`src/rtl/core/markdown_line_block_classifier_macros.svh`:
```
// ----------------------------------------------------------------------------
// markdown_line_block_classifier_macros
// Assertion macros for the markdown line block classifier.
// Each check is sampled on the rising clock edge and is off during reset.
// ----------------------------------------------------------------------------
`ifndef MARKDOWN_LINE_BLOCK_CLASSIFIER_MACROS_SVH
`define MARKDOWN_LINE_BLOCK_CLASSIFIER_MACROS_SVH
`ifndef SYNTHESIS
`define MLBC_CHECK(label, clk, rst, prop) \
   label: assert property (@(posedge clk) disable iff (rst) (prop)) \
      else $error("mlbc check failed");
`define MLBC_CHECK_NEXT(label, clk, rst, ante, cons) \
   label: assert property (@(posedge clk) disable iff (rst) (ante) |=> (cons)) \
      else $error("mlbc next-cycle check failed");
`else
`define MLBC_CHECK(label, clk, rst, prop)
`define MLBC_CHECK_NEXT(label, clk, rst, ante, cons)
`endif
`endif

```
`src/rtl/core/mlbc_pkg.sv`:
```
// ----------------------------------------------------------------------------
// mlbc_pkg
// Types, codes and constants of the markdown line block classifier.
// ----------------------------------------------------------------------------
package mlbc_pkg;

   localparam int MLBC_MAX_LINE_BYTES = 4096;
   localparam int CNT_W               = 12;
   localparam logic [CNT_W-1:0] COUNT_CAP = 12'd4095;

   // Scan phase of the current line
   typedef enum logic [2:0] {
      PH_INDENT = 3'd0,
      PH_BAR    = 3'd1,
      PH_HASH   = 3'd2,
      PH_QUOTE  = 3'd3,
      PH_DONE   = 3'd4
   } phase_type;

   // Line class codes
   typedef enum logic [2:0] {
      K_NEWLINE = 3'd0,
      K_PAR     = 3'd1,
      K_BAR     = 3'd2,
      K_HEADER  = 3'd3,
      K_QUOTE   = 3'd4
   } class_type;

   // Character codes
   localparam logic [7:0] CH_DASH  = 8'h2D;
   localparam logic [7:0] CH_UNDER = 8'h5F;
   localparam logic [7:0] CH_STAR  = 8'h2A;
   localparam logic [7:0] CH_EQ    = 8'h3D;
   localparam logic [7:0] CH_HASH  = 8'h23;
   localparam logic [7:0] CH_GT    = 8'h3E;
   localparam logic [7:0] CH_SPACE = 8'h20;
   localparam logic [7:0] CH_TAB   = 8'h09;

   // Bar style codes
   localparam logic [1:0] STYLE_DASH  = 2'd0;
   localparam logic [1:0] STYLE_UNDER = 2'd1;
   localparam logic [1:0] STYLE_STAR  = 2'd2;
   localparam logic [1:0] STYLE_EQ    = 2'd3;

   // Map a bar style back to its mark character
   function automatic logic [7:0] bar_char(input logic [1:0] style);
      logic [7:0] c;
      case (style)
         STYLE_DASH:  c = CH_DASH;
         STYLE_UNDER: c = CH_UNDER;
         STYLE_STAR:  c = CH_STAR;
         default:     c = CH_EQ;
      endcase
      return c;
   endfunction

   // Add one to a count, holding at the cap
   function automatic logic [CNT_W-1:0] inc_sat(input logic [CNT_W-1:0] v,
                                                input logic [CNT_W-1:0] cap);
      logic [CNT_W:0] s;
      s = {1'b0, v} + {{CNT_W{1'b0}}, 1'b1};
      return (s > {1'b0, cap}) ? cap : s[CNT_W-1:0];
   endfunction

endpackage

```
`src/rtl/core/markdown_line_block_classifier.sv`:
```
// ----------------------------------------------------------------------------
// markdown_line_block_classifier
// Classifies each text line (newline, paragraph, bar, header, quote) from a
// byte stream and reports style, nesting level, indent and text span.
// ----------------------------------------------------------------------------
//  channel | direction | ports                                  | handshake
//  req     | in        | req_char_code, req_line_end            | valid / stall
//  rsp     | out       | rsp_line_class .. rsp_text_length      | valid / stall
//
// One byte is taken every cycle unless the input stalls; the scan state advances in the same cycle.
// A result appears in the cycle after the transfer of a byte with line_end set.
// The result register is the only buffer: the input stalls only while a
// result is held and the output side stalls.
// Synchronous active-high reset clears the scan state and the result valid.
// ----------------------------------------------------------------------------
`include "markdown_line_block_classifier_macros.svh"

module markdown_line_block_classifier #(
   parameter int MAX_LINE_BYTES = mlbc_pkg::MLBC_MAX_LINE_BYTES
) (
   input  logic                      clock,
   input  logic                      reset,
   input  logic                      req_valid,
   output logic                      req_stall,
   input  logic [7:0]                req_char_code,
   input  logic                      req_line_end,
   output logic                      rsp_valid,
   input  logic                      rsp_stall,
   output logic [2:0]                rsp_line_class,
   output logic [1:0]                rsp_rule_style,
   output logic [mlbc_pkg::CNT_W-1:0] rsp_nest_level,
   output logic [mlbc_pkg::CNT_W-1:0] rsp_indent_width,
   output logic [mlbc_pkg::CNT_W-1:0] rsp_text_start,
   output logic [mlbc_pkg::CNT_W-1:0] rsp_text_length
);
   import mlbc_pkg::*;

   localparam logic [CNT_W-1:0] PosCap =
      (MAX_LINE_BYTES - 1 < 4095) ? CNT_W'(MAX_LINE_BYTES - 1) : COUNT_CAP;

   // scan state
   phase_type        phase_ff,  phase_in;
   logic [CNT_W-1:0] pos_ff,    pos_in;
   logic [CNT_W-1:0] indent_ff, indent_in;
   logic [CNT_W-1:0] mark_ff,   mark_in;
   logic [1:0]       bar_ff,    bar_in;
   logic [CNT_W-1:0] toff_ff,   toff_in;
   class_type        kind_ff,   kind_in;

   // result register
   logic             rsp_valid_ff, rsp_valid_in;
   logic [2:0]       cls_ff,    cls_in;
   logic [1:0]       style_ff,  style_in;
   logic [CNT_W-1:0] level_ff,  level_in;
   logic [CNT_W-1:0] ind_ff,    ind_in;
   logic [CNT_W-1:0] tstart_ff, tstart_in;
   logic [CNT_W-1:0] tlen_ff,   tlen_in;

   logic req_xfer, rsp_xfer, end_xfer;

   assign req_stall = rsp_valid_ff & rsp_stall;
   assign req_xfer  = req_valid & ~req_stall;
   assign rsp_xfer  = rsp_valid_ff & ~rsp_stall;
   assign end_xfer  = req_xfer & req_line_end;

   // Advance the scan on one byte and build the line result on its last byte
   always_comb begin
      logic [7:0]       c;
      logic             blank;
      logic             is_bar;
      logic [1:0]       bar_idx;
      logic             fall;
      logic [CNT_W-1:0] p_next;
      logic [CNT_W:0]   tab_sum;
      phase_type        ph;
      class_type        kd;
      logic [CNT_W-1:0] toff;

      c        = req_char_code;
      blank    = c inside {CH_SPACE, CH_TAB};
      fall     = 1'b0;
      p_next   = inc_sat(pos_ff, PosCap);
      tab_sum  = {1'b0, indent_ff | CNT_W'(3)} + {{CNT_W{1'b0}}, 1'b1};
      is_bar   = 1'b1;
      case (c)
         CH_DASH:  bar_idx = STYLE_DASH;
         CH_UNDER: bar_idx = STYLE_UNDER;
         CH_STAR:  bar_idx = STYLE_STAR;
         CH_EQ:    bar_idx = STYLE_EQ;
         default: begin
            bar_idx = STYLE_DASH;
            is_bar  = 1'b0;
         end
      endcase

      phase_in  = phase_ff;
      indent_in = indent_ff;
      mark_in   = mark_ff;
      bar_in    = bar_ff;
      toff_in   = toff_ff;
      kind_in   = kind_ff;
      pos_in    = p_next;

      case (phase_ff)
         PH_INDENT: begin
            if (c == CH_SPACE) begin
               indent_in = inc_sat(indent_ff, COUNT_CAP);
            end else if (c == CH_TAB) begin
               indent_in = (tab_sum > {1'b0, COUNT_CAP}) ? COUNT_CAP : tab_sum[CNT_W-1:0];
            end else if (indent_ff >= CNT_W'(4)) begin
               phase_in = PH_DONE;
               kind_in  = K_PAR;
               toff_in  = pos_ff;
            end else if (is_bar) begin
               phase_in = PH_BAR;
               bar_in   = bar_idx;
               mark_in  = CNT_W'(1);
            end else begin
               fall = 1'b1;
            end
         end
         PH_BAR: begin
            if (c == bar_char(bar_ff)) begin
               mark_in = inc_sat(mark_ff, COUNT_CAP);
            end else if (!blank) begin
               if (req_line_end && mark_ff >= CNT_W'(3)) begin
                  phase_in = PH_DONE;
                  kind_in  = K_BAR;
               end else begin
                  fall = 1'b1;
               end
            end
         end
         PH_HASH: begin
            if (c == CH_HASH) begin
               mark_in = inc_sat(mark_ff, COUNT_CAP);
            end else if (blank) begin
               phase_in = PH_DONE;
               kind_in  = K_HEADER;
               toff_in  = p_next;
            end else begin
               phase_in = PH_DONE;
               kind_in  = K_PAR;
               mark_in  = '0;
               toff_in  = pos_ff;
            end
         end
         PH_QUOTE: begin
            if (c == CH_GT) begin
               mark_in = inc_sat(mark_ff, COUNT_CAP);
            end else if (!blank) begin
               phase_in = PH_DONE;
               kind_in  = K_QUOTE;
               toff_in  = pos_ff;
            end
         end
         default: begin
         end
      endcase

      // examine the byte where the bar test broke or was not tried
      if (fall) begin
         if (c == CH_HASH) begin
            phase_in = PH_HASH;
            mark_in  = CNT_W'(1);
         end else if (c == CH_GT) begin
            phase_in = PH_QUOTE;
            mark_in  = CNT_W'(1);
         end else begin
            phase_in = PH_DONE;
            kind_in  = K_PAR;
            mark_in  = '0;
            toff_in  = pos_ff;
         end
      end

      // close out a scan that ran to the line end
      ph   = phase_in;
      kd   = kind_in;
      toff = toff_in;
      case (ph)
         PH_INDENT, PH_BAR: begin
            kd   = K_PAR;
            toff = p_next;
         end
         PH_HASH: begin
            kd   = K_HEADER;
            toff = p_next;
         end
         PH_QUOTE: begin
            kd   = K_QUOTE;
            toff = p_next;
         end
         default: begin
         end
      endcase

      cls_in    = kd;
      style_in  = STYLE_DASH;
      level_in  = '0;
      ind_in    = indent_in;
      tstart_in = toff;
      tlen_in   = (p_next >= toff) ? p_next - toff : '0;
      if (pos_ff == '0) begin
         cls_in    = K_NEWLINE;
         ind_in    = '0;
         tstart_in = '0;
         tlen_in   = '0;
      end else if (kd == K_BAR) begin
         style_in  = bar_in;
         tstart_in = '0;
         tlen_in   = '0;
      end else if (kd == K_HEADER || kd == K_QUOTE) begin
         level_in  = mark_in;
      end

      // fill on a last-byte transfer, drain on an output transfer
      if (end_xfer) begin
         rsp_valid_in = 1'b1;
      end else if (rsp_xfer) begin
         rsp_valid_in = 1'b0;
      end else begin
         rsp_valid_in = rsp_valid_ff;
      end
   end

   // Hold the scan state; clear it after each last byte
   always_ff @(posedge clock) begin
      if (reset || end_xfer) begin
         phase_ff  <= PH_INDENT;
         pos_ff    <= '0;
         indent_ff <= '0;
         mark_ff   <= '0;
         bar_ff    <= STYLE_DASH;
         toff_ff   <= '0;
         kind_ff   <= K_PAR;
      end else if (req_xfer) begin
         phase_ff  <= phase_in;
         pos_ff    <= pos_in;
         indent_ff <= indent_in;
         mark_ff   <= mark_in;
         bar_ff    <= bar_in;
         toff_ff   <= toff_in;
         kind_ff   <= kind_in;
      end
   end

   // Hold the result until it is taken
   always_ff @(posedge clock) begin
      if (reset) begin
         rsp_valid_ff <= 1'b0;
      end else begin
         rsp_valid_ff <= rsp_valid_in;
      end
   end

   always_ff @(posedge clock) begin
      if (end_xfer) begin
         cls_ff    <= cls_in;
         style_ff  <= style_in;
         level_ff  <= level_in;
         ind_ff    <= ind_in;
         tstart_ff <= tstart_in;
         tlen_ff   <= tlen_in;
      end
   end

   assign rsp_valid        = rsp_valid_ff;
   assign rsp_line_class   = cls_ff;
   assign rsp_rule_style   = style_ff;
   assign rsp_nest_level   = level_ff;
   assign rsp_indent_width = ind_ff;
   assign rsp_text_start   = tstart_ff;
   assign rsp_text_length  = tlen_ff;

   // a last-byte transfer always leaves a result and a cleared scan
   `MLBC_CHECK_NEXT(a_end_fills, clock, reset, end_xfer, rsp_valid_ff && pos_ff == '0)
   // a taken result with no new last byte leaves the output empty
   `MLBC_CHECK_NEXT(a_drain, clock, reset, rsp_xfer && !end_xfer, !rsp_valid_ff)
   // a bar result carries no level and no text span
   `MLBC_CHECK(a_bar_fields, clock, reset, !(rsp_valid_ff && cls_ff == K_BAR) || (level_ff == '0 && tstart_ff == '0 && tlen_ff == '0))
   // the input stalls only behind a held result
   `MLBC_CHECK(a_stall_cause, clock, reset, !req_stall || rsp_valid_ff)

endmodule
```
`config.mk`:
```
export PLATFORM = sky130hd
export DESIGN_NAME = markdown_line_block_classifier
export DESIGN_NICKNAME = d
export VERILOG_FILES = /design/src/rtl/core/mlbc_pkg.sv /design/src/rtl/core/markdown_line_block_classifier.sv
export VERILOG_INCLUDE_DIRS = /design/src /design/src/rtl/core
export SDC_FILE = /design/constraint.sdc
export NUM_CORES = 1
export LEC_CHECK = 0
export BUFFER_PORTS_ARGS = -buffer_cell sky130_fd_sc_hd__clkbuf_2
export CORE_ASPECT_RATIO = 0.75
export CORE_MARGIN = 1.5
export CORE_UTILIZATION = 46
export CTS_BUF_LIST = sky130_fd_sc_hd__clkbuf_4
export CTS_CLUSTER_SIZE = 10
export DETAILED_ROUTE_END_ITERATION = 8
export PLACE_DENSITY = 0.72
export SLEW_MARGIN = 0
export SYNTH_ARGS = -nofsm -noshare
export SYNTH_HDL_FRONTEND = slang
export SYNTH_SLANG_ARGS = --single-unit
```
`constraint.sdc`:
```
create_clock -name clock -period 7 [get_ports clock]
set_clock_uncertainty 0.1 [all_clocks]
set_input_delay 0.35 -clock clock [delete_from_list [all_inputs] [get_ports clock]]
set_output_delay 0.35 -clock clock [all_outputs]
set_load 0.005 [all_outputs]
```
==> results of run 1 <==
cell families after synthesis:
group / count (synthesis)
buf+inv: 88
flops: 110
fa+ha+maj: 28
mux: 5
compound gates: 278
simple gates: 378
xor+xnor: 21
path summary, 6_finish.rpt:
check | slack [ns] | cells past startpoint | to | startpoint
hold reg to reg | 0.37 | 2 | toff_ff[2] | toff_ff[2]
setup reg to reg | 1.39 | 20 | rsp_text_length[11] | bar_ff[0]
hold / removal | 0.27 | 4 | indent_ff[6] | req_char_code[7]
setup / recovery | 1.39 | 20 | rsp_text_length[11] | bar_ff[0]
worst max-delay path: cells and delay by family (launching register included):
family	cells	cell delay (ns)
XOR/XNOR	1	0.17
flip-flops	1	0.45
AO/OA/AOI/OAI	8	2.06
buffers and inverters	2	0.15
AND/OR/NAND/NOR	6	1.55
adder cells (fa/ha/maj)	3	0.89
Yosys cell counts, types with 4 or more instances:
cell type / n
xor2_1: 10
dfxtp_1: 57
nor4b_1: 6
or2_2: 6
a22oi_1: 13
o211ai_1: 8
nor3_1: 40
a21o_1: 8
a31oi_1: 12
or4_1: 4
a2111oi_0: 5
a211oi_1: 14
edfxtp_1: 53
o21ai_0: 63
a21oi_1: 88
nor2_1: 104
nor3b_1: 6
nand2_1: 84
clkbuf_1: 48
and3_1: 13
inv_1: 24
nor2b_1: 4
or3_1: 13
o22ai_1: 6
nand2b_1: 15
o21ai_1: 4
nor4_1: 14
o21a_1: 9
nand3_1: 31
nand4_1: 11
buf_2: 12
ha_1: 27
a222oi_1: 4
xnor2_1: 11
o31ai_1: 5
and2_1: 6
routing by layer:
metal	share of wire (%)	global-route usage, %
met1	50	41.5
met2	38	33.1
met3	11	6.13
met4	1.0	5.15
met5	0	0
registers in the layout, indices dropped and copies added (netlist names):
name,count
indent_ff,12
mark_ff,12
pos_ff,12
rsp_indent_width,12
rsp_nest_level,12
rsp_text_length,12
rsp_text_start,12
toff_ff,12
kind_ff,3
phase_ff,3
rsp_line_class,3
bar_ff,2
rsp_rule_style,2
rsp_valid,1
report_power, final:
group | internal (µW) | total (µW) | switching, µW
clock network | 117 | 359 | 242
registers | 719 | 745 | 25.7
logic | 188 | 523 | 335
area by class of cell:
type / instances / area, µm² / share of cell area, %
antenna: 1 / 2.50 / 0.0314
clock buffer: 9 / 67.6 / 0.847
clock inverter: 7 / 92.6 / 1.16
sequential: 110 / 2730 / 34.2
inverter: 24 / 90.1 / 1.13
multi-input combinational: 710 / 4310 / 54.0
timing repair buffer: 79 / 430 / 5.39
tap: 205 / 256 / 3.21
stage by stage:
| stage | cell area [µm²] | setup WS (ns) | instances |
|---|---|---|---|
| after floorplan | 7390 | 2.16 | 908 |
| after global placement | 7800 | 1.60 | 1126 |
| after detailed placement | 7800 | 1.51 | 1126 |
| after CTS | 7980 | 1.47 | 1144 |
| after global routing | 7980 | 0.852 | 1145 |
| final | 7980 | 1.39 | 1145 |
==> results.toml, run 1 <==
[detailed_routing]
viasPerCell = 6.33
routed_wl_mm = 21.2
drt_pass1_iterations = 9
vias = 7246
remaining_drc_errors = 1
dr.first_iter.drc_count = 915
postRouteAntennaNets = 0
wl_per_cell_um = 18.5

[power_and_ir_drop]
ir_drop_uv = 82.6
p_total_uw = 1630
p_leak_uw = 0.00275
power_density_mw_per_mm2 = 204

[setup_path]
crit_fanout = 12
end_kind = "register"
crit_top_cell = "nor2_1"
crit_path_top_delay_cell = "nor3_2"
cp.arrival_ns = 5.79
startpoint_type = "register"
crit_chain = "inv_1 -> ha_1 -> xor2_1 -> and4_1 -> a2111oi_0 -> nor2_1 -> nor3_2 -> nor2_1 -> nor2_1 -> ha_1 -> inv_1 -> fa_1 -> a21o_1 -> a21oi_1 -> o21a_1 -> o21ai_0 -> a31oi_1 -> a21oi_1 -> o21bai_4 -> nor2_1"
cp.required_ns = 7.18
cpPeakStageDelay_ns = 0.72
critPathKind = "reg2reg"

[cts]
cts_tree = "done"
ctsResizeCount = 0
cts_setup_buffers = 0
clock_latency_ns = 0.52
clk_pin_slew_ns = 0.17
cts_sinks = 110
cts_buffer_depth = 2
cts-hold-fix-buffers = 2
numCtsBuffers = 9
cts_root_buf = "clkbuf_4"
cts.htree.levels = 3

[global_routing]
antenna_found_initial = 1
grt_usage_pct = 25.5
grt-ovfl-total = 0
grt_max_degree = 46
grt_pass1_vias = 6270
grt_pass1_wl_mm = 34.0

[synth]
synth_top_cell_area_share_pct = 21.5
synth_mux_area_share_pct = 0.711
synthCells = 908
synth_area_per_cell_um2 = 8.14
synthXorXnorAreaFrac_pct = 2.49
async_flop_share_pct = 0
yosysWarnings = 0
synth_seq_area_share_pct = 37.0
synth-simple-area-share_pct = 25.7
yosysTopAreaCell = "edfxtp_1"
synth_area_leaders = "edfxtp_1 (22%), dfxtp_1 (15%), a21oi_1 (6.0%), nor2_1 (5.3%), ha_1 (4.6%)"
synth.distinct_cells = 84
synth-adder-area-share_pct = 4.84
synth_seq_cells = 110
synth_top_flop_cell = "dfxtp_1"
synth_top_family_by_area = "simple AND/OR/NAND/NOR gates"
synth-edff-count = 53
synth_compound_area_share_pct = 24.4
synth_area_mm2 = 0.00739
syn_nets = 949

[floorplanning]
coreArea_mm2 = 0.0155
dieArea_mm2 = 0.0168
die_y_um = 113
die_w_um = 149
rows = 39
ioPinCount = 68
start_util_pct = 47.8

[timing]
relSlewSlack_pct = 32.7
finalCriticalPeriod_ns = 5.61
max_freq_mhz = 178
rsz0062_at_grt = "false"
final_max_slew_viol_count = 0
holdWs_ns = 0.272
tightest_slew_ns = 1.00
setup_viol = 0
setup_tns_ns = 0
hold_violations = 0
layout_worst_path_cycle_share_pct = 80.2

[placement]
hpwlAfterDp_mm = 15.2
place.gp.congestion = 0.906
io_buffer_count = 67

[job]
maxCapViolCount = 0

[final_layout]
n_fill_cell = 1477
final_layout_size_suffix_gt1_share_pct = 12.4
nNetsFinal = 975
fin_util_pct = 51.6
layout_common_cells = "nor2_1 (104), a21oi_1 (88), nand2_1 (84), clkbuf_2 (67), o21ai_0 (63)"
final_common_cell = "nor2_1"
area_growth_pct = 7.96

[status]
violations = "design-rule violations"
status = "complete, but fails checks"

[worst_hold_path]
hold_class = "in2reg"
No activity file was read; power rests on OpenSTA's default activity.
==> run 2, diff against run 1 <==
Settings changed: ABC_AREA from default to 1.
Clock period 7 ns to 5.2 ns, I/O delays scaled along.
==> run 2 against run 1 <==
Compared with the run above:
- register-to-register slack got worse by 0.96 ns
- clock power rose by 31%
- count of clock-buffer cells in the layout did not move
- setup slack got worse by 0.96 ns
- the flow now finishes without violations
- total power rose by 59%
- highest routed layer unchanged
- synthesized cell count rose by 29%
==> results.toml, run 2 <==
[synth]
synth_area_per_cell_um2 = 6.82
syn_nets = 1212
synth_top_cell_area_share_pct = 19.9
synth-edff-count = 53
synth_area_leaders = "edfxtp_1 (20%), dfxtp_1 (14%), nand2_1 (12%), inv_1 (7.7%), a21oi_1 (6.6%)"
synth_seq_cells = 110
synthCells = 1171
synth_seq_area_share_pct = 34.2
yosysWarnings = 0
async_flop_share_pct = 0
yosysTopAreaCell = "edfxtp_1"
synth.distinct_cells = 49
synth_area_mm2 = 0.00799
synth_common_cells = "nand2_1 (250), inv_1 (164), a21oi_1 (105)"
synth_top_flop_cell = "dfxtp_1"
synth.most_common_cell = "nand2_1"

[cts]
numCtsBuffers = 9
cts_tree = "done"
cts.htree.levels = 3
cts_buffer_depth = 2
cts_sinks = 110
clk_pin_slew_ns = 0.17
clock_latency_ns = 0.54
cts_root_buf = "clkbuf_4"

[setup_path]
critPathKind = "reg2reg"
r2r_cells = 26
timing.rr.start = "bar_ff[0]"
cp.arrival_ns = 5.04
cp.required_ns = 5.47
rrSetupSlack_ns = 0.43
end_kind = "register"
r2r-end = "rsp_text_length[1]"
crit_path_top_delay_cell = "dfxtp_1"
crit_fanout = 12
cpPeakStageDelay_ns = 0.45
crit_top_cell = "nand2_1"
startpoint_type = "register"

[final_layout]
layout_common_cells = "nand2_1 (249), inv_1 (163), a21oi_1 (105), nand3_1 (103), nor2_1 (93)"
nNetsFinal = 1262
final_common_cell = "nand2_1"
final_layout_size_suffix_gt1_share_pct = 14.4
area_growth_pct = 8.79
n_fill_cell = 1708
fin_cells = 1442
seq_area_mm2 = 0.00273
multi_input_area_mm2 = 0.00438

[global_routing]
grt_pass1_vias = 6635
grt-ovfl-total = 0
grt_usage_pct = 24.0
grt_max_degree = 58
antenna_found_initial = 1
grt_pass1_wl_mm = 34.3

[power_and_ir_drop]
switchingPower_uw = 1070
clkPwrFrac_pct = 18.2
p_leak_uw = 0.00413
power_frac_comb_pct = 41.2
internal_power_uw = 1510
power_density_mw_per_mm2 = 297
p_total_uw = 2580
seq_power_share_pct = 40.6
sw_frac_of_total_pct = 41.4
ir_drop_uv = 143

[timing]
max_freq_mhz = 209
rsz0062_at_grt = "false"
final_max_slew_viol_count = 0
tightest_slew_ns = 1.16
layout_worst_path_cycle_share_pct = 91.8
setup_viol = 0
setup_tns_ns = 0
finalCriticalPeriod_ns = 4.77
hold_violations = 0
relSlewSlack_pct = 22.1

[worst_hold_path]
hold-path-endpoint = "bar_ff[1]"
hold_start = "req_char_code[4]"
hold_class = "in2reg"
min_path_cells = 7

[detailed_routing]
dr.first_iter.drc_count = 901
viasPerCell = 5.38
postRouteAntennaNets = 0
vias = 7760
drt_pass1_iterations = 6
wl_per_cell_um = 14.7
remaining_drc_errors = 0
routed_wl_mm = 21.2

[job]
maxCapViolCount = 0

[floorplanning]
dieArea_mm2 = 0.0182
die_w_um = 155
die_y_um = 117
ioPinCount = 68
start_util_pct = 47.2
coreArea_mm2 = 0.0169
rows = 41

[placement]
hpwlAfterDp_mm = 15.6
place.gp.congestion = 0.997
io_buffer_count = 67
place_inst = 1420

[status]
status = "completed"
run 2: cells by family after synthesis:
family,count (synthesis),synth area share (%)
AO/OA/AOI/OAI,225,15.3
AND/OR/NAND/NOR,551,31.2
flip-flops,110,34.2
buffers and inverters,224,11.1
adder cells (fa/ha/maj),28,4.48
XOR/XNOR,33,3.62
run 2: what timing repair did:
item,CTS,global route
buffers inserted,0,3
endpoints found under the setup margin,0,12
hold buffers,2,0
hold endpoints to repair,1,0
gates resized for setup,0,1
run 2: layer usage:
metal	vias to the layer above	part of all wire (%)	GRT usage (%)	routed length [µm]
met5	-	0	0	0
met4	0	0.84	4.55	179
met3	17	11	6.52	2380
met2	401	37	31.8	7770
met1	3411	51	37.9	10900
li1	3931	-	-	-
run 2: stage by stage:
| stage | hold slack [ns] | instance area [µm²] | utilization, % | setup WS [ns] |
|---|---|---|---|---|
| after global placement | 0.392 | 8480 | 50.1 | 0.822 |
| final | 0.334 | 8690 | 51.3 | 0.426 |
| after global routing | 0.358 | 8690 | 51.3 | 0.0513 |
| after detailed placement | 0.395 | 8480 | 50.1 | 0.589 |
| after CTS | 0.293 | 8650 | 51.1 | 0.531 |
| after floorplan | 0.324 | 7990 | - | 1.24 |
run 2: power groups by stage:
| stage | Combinational [µW] | Sequential [µW] | Clock, µW |
|---|---|---|---|
| 3_5_place_dp | 1030 | 1070 | 0 |
| 4_1_cts | 1030 | 1050 | 480 |
| 2_1_floorplan | 793 | 1060 | 0 |
| 6_report | 1060 | 1050 | 471 |
| 5_1_grt | 1190 | 1060 | 513 |
| 3_3_place_gp | 1020 | 1070 | 0 |
run 2: how the worst max path moves through the flow:
stage                  from                 end  slack [ns]  depth (start not counted)
5_1_grt           bar_ff[1]  rsp_text_length[1]        0.05                         24
3_3_place_gp   indent_ff[0]  rsp_text_length[1]        0.82                         27
2_1_floorplan     rsp_valid        indent_ff[5]        1.24                         10
3_5_place_dp   indent_ff[0]  rsp_text_length[1]        0.59                         27
4_1_cts        indent_ff[0]  rsp_text_length[1]        0.53                         27
6_report          bar_ff[0]  rsp_text_length[1]        0.43                         26
run 2: worst max-delay path, delay by kind of cell, from the launching register on:
kind	cells	cell delay [ns]
AOI/OAI and AO/OA	5	0.90
adders and majority gates	2	0.70
buffers and inverters	4	0.68
DFF	1	0.45
and+or+nand+nor	15	1.78
run 2: area by class of cell:
class | count | area share [%]
repair buffers | 82 | 5.36
clock inverters | 7 | 0.950
clock buffers | 9 | 0.778
well taps | 215 | 3.10
multi-input cells | 837 | 50.4
diodes | 1 | 0.0288
inverters | 181 | 7.92
flip-flops and latches | 110 | 31.5
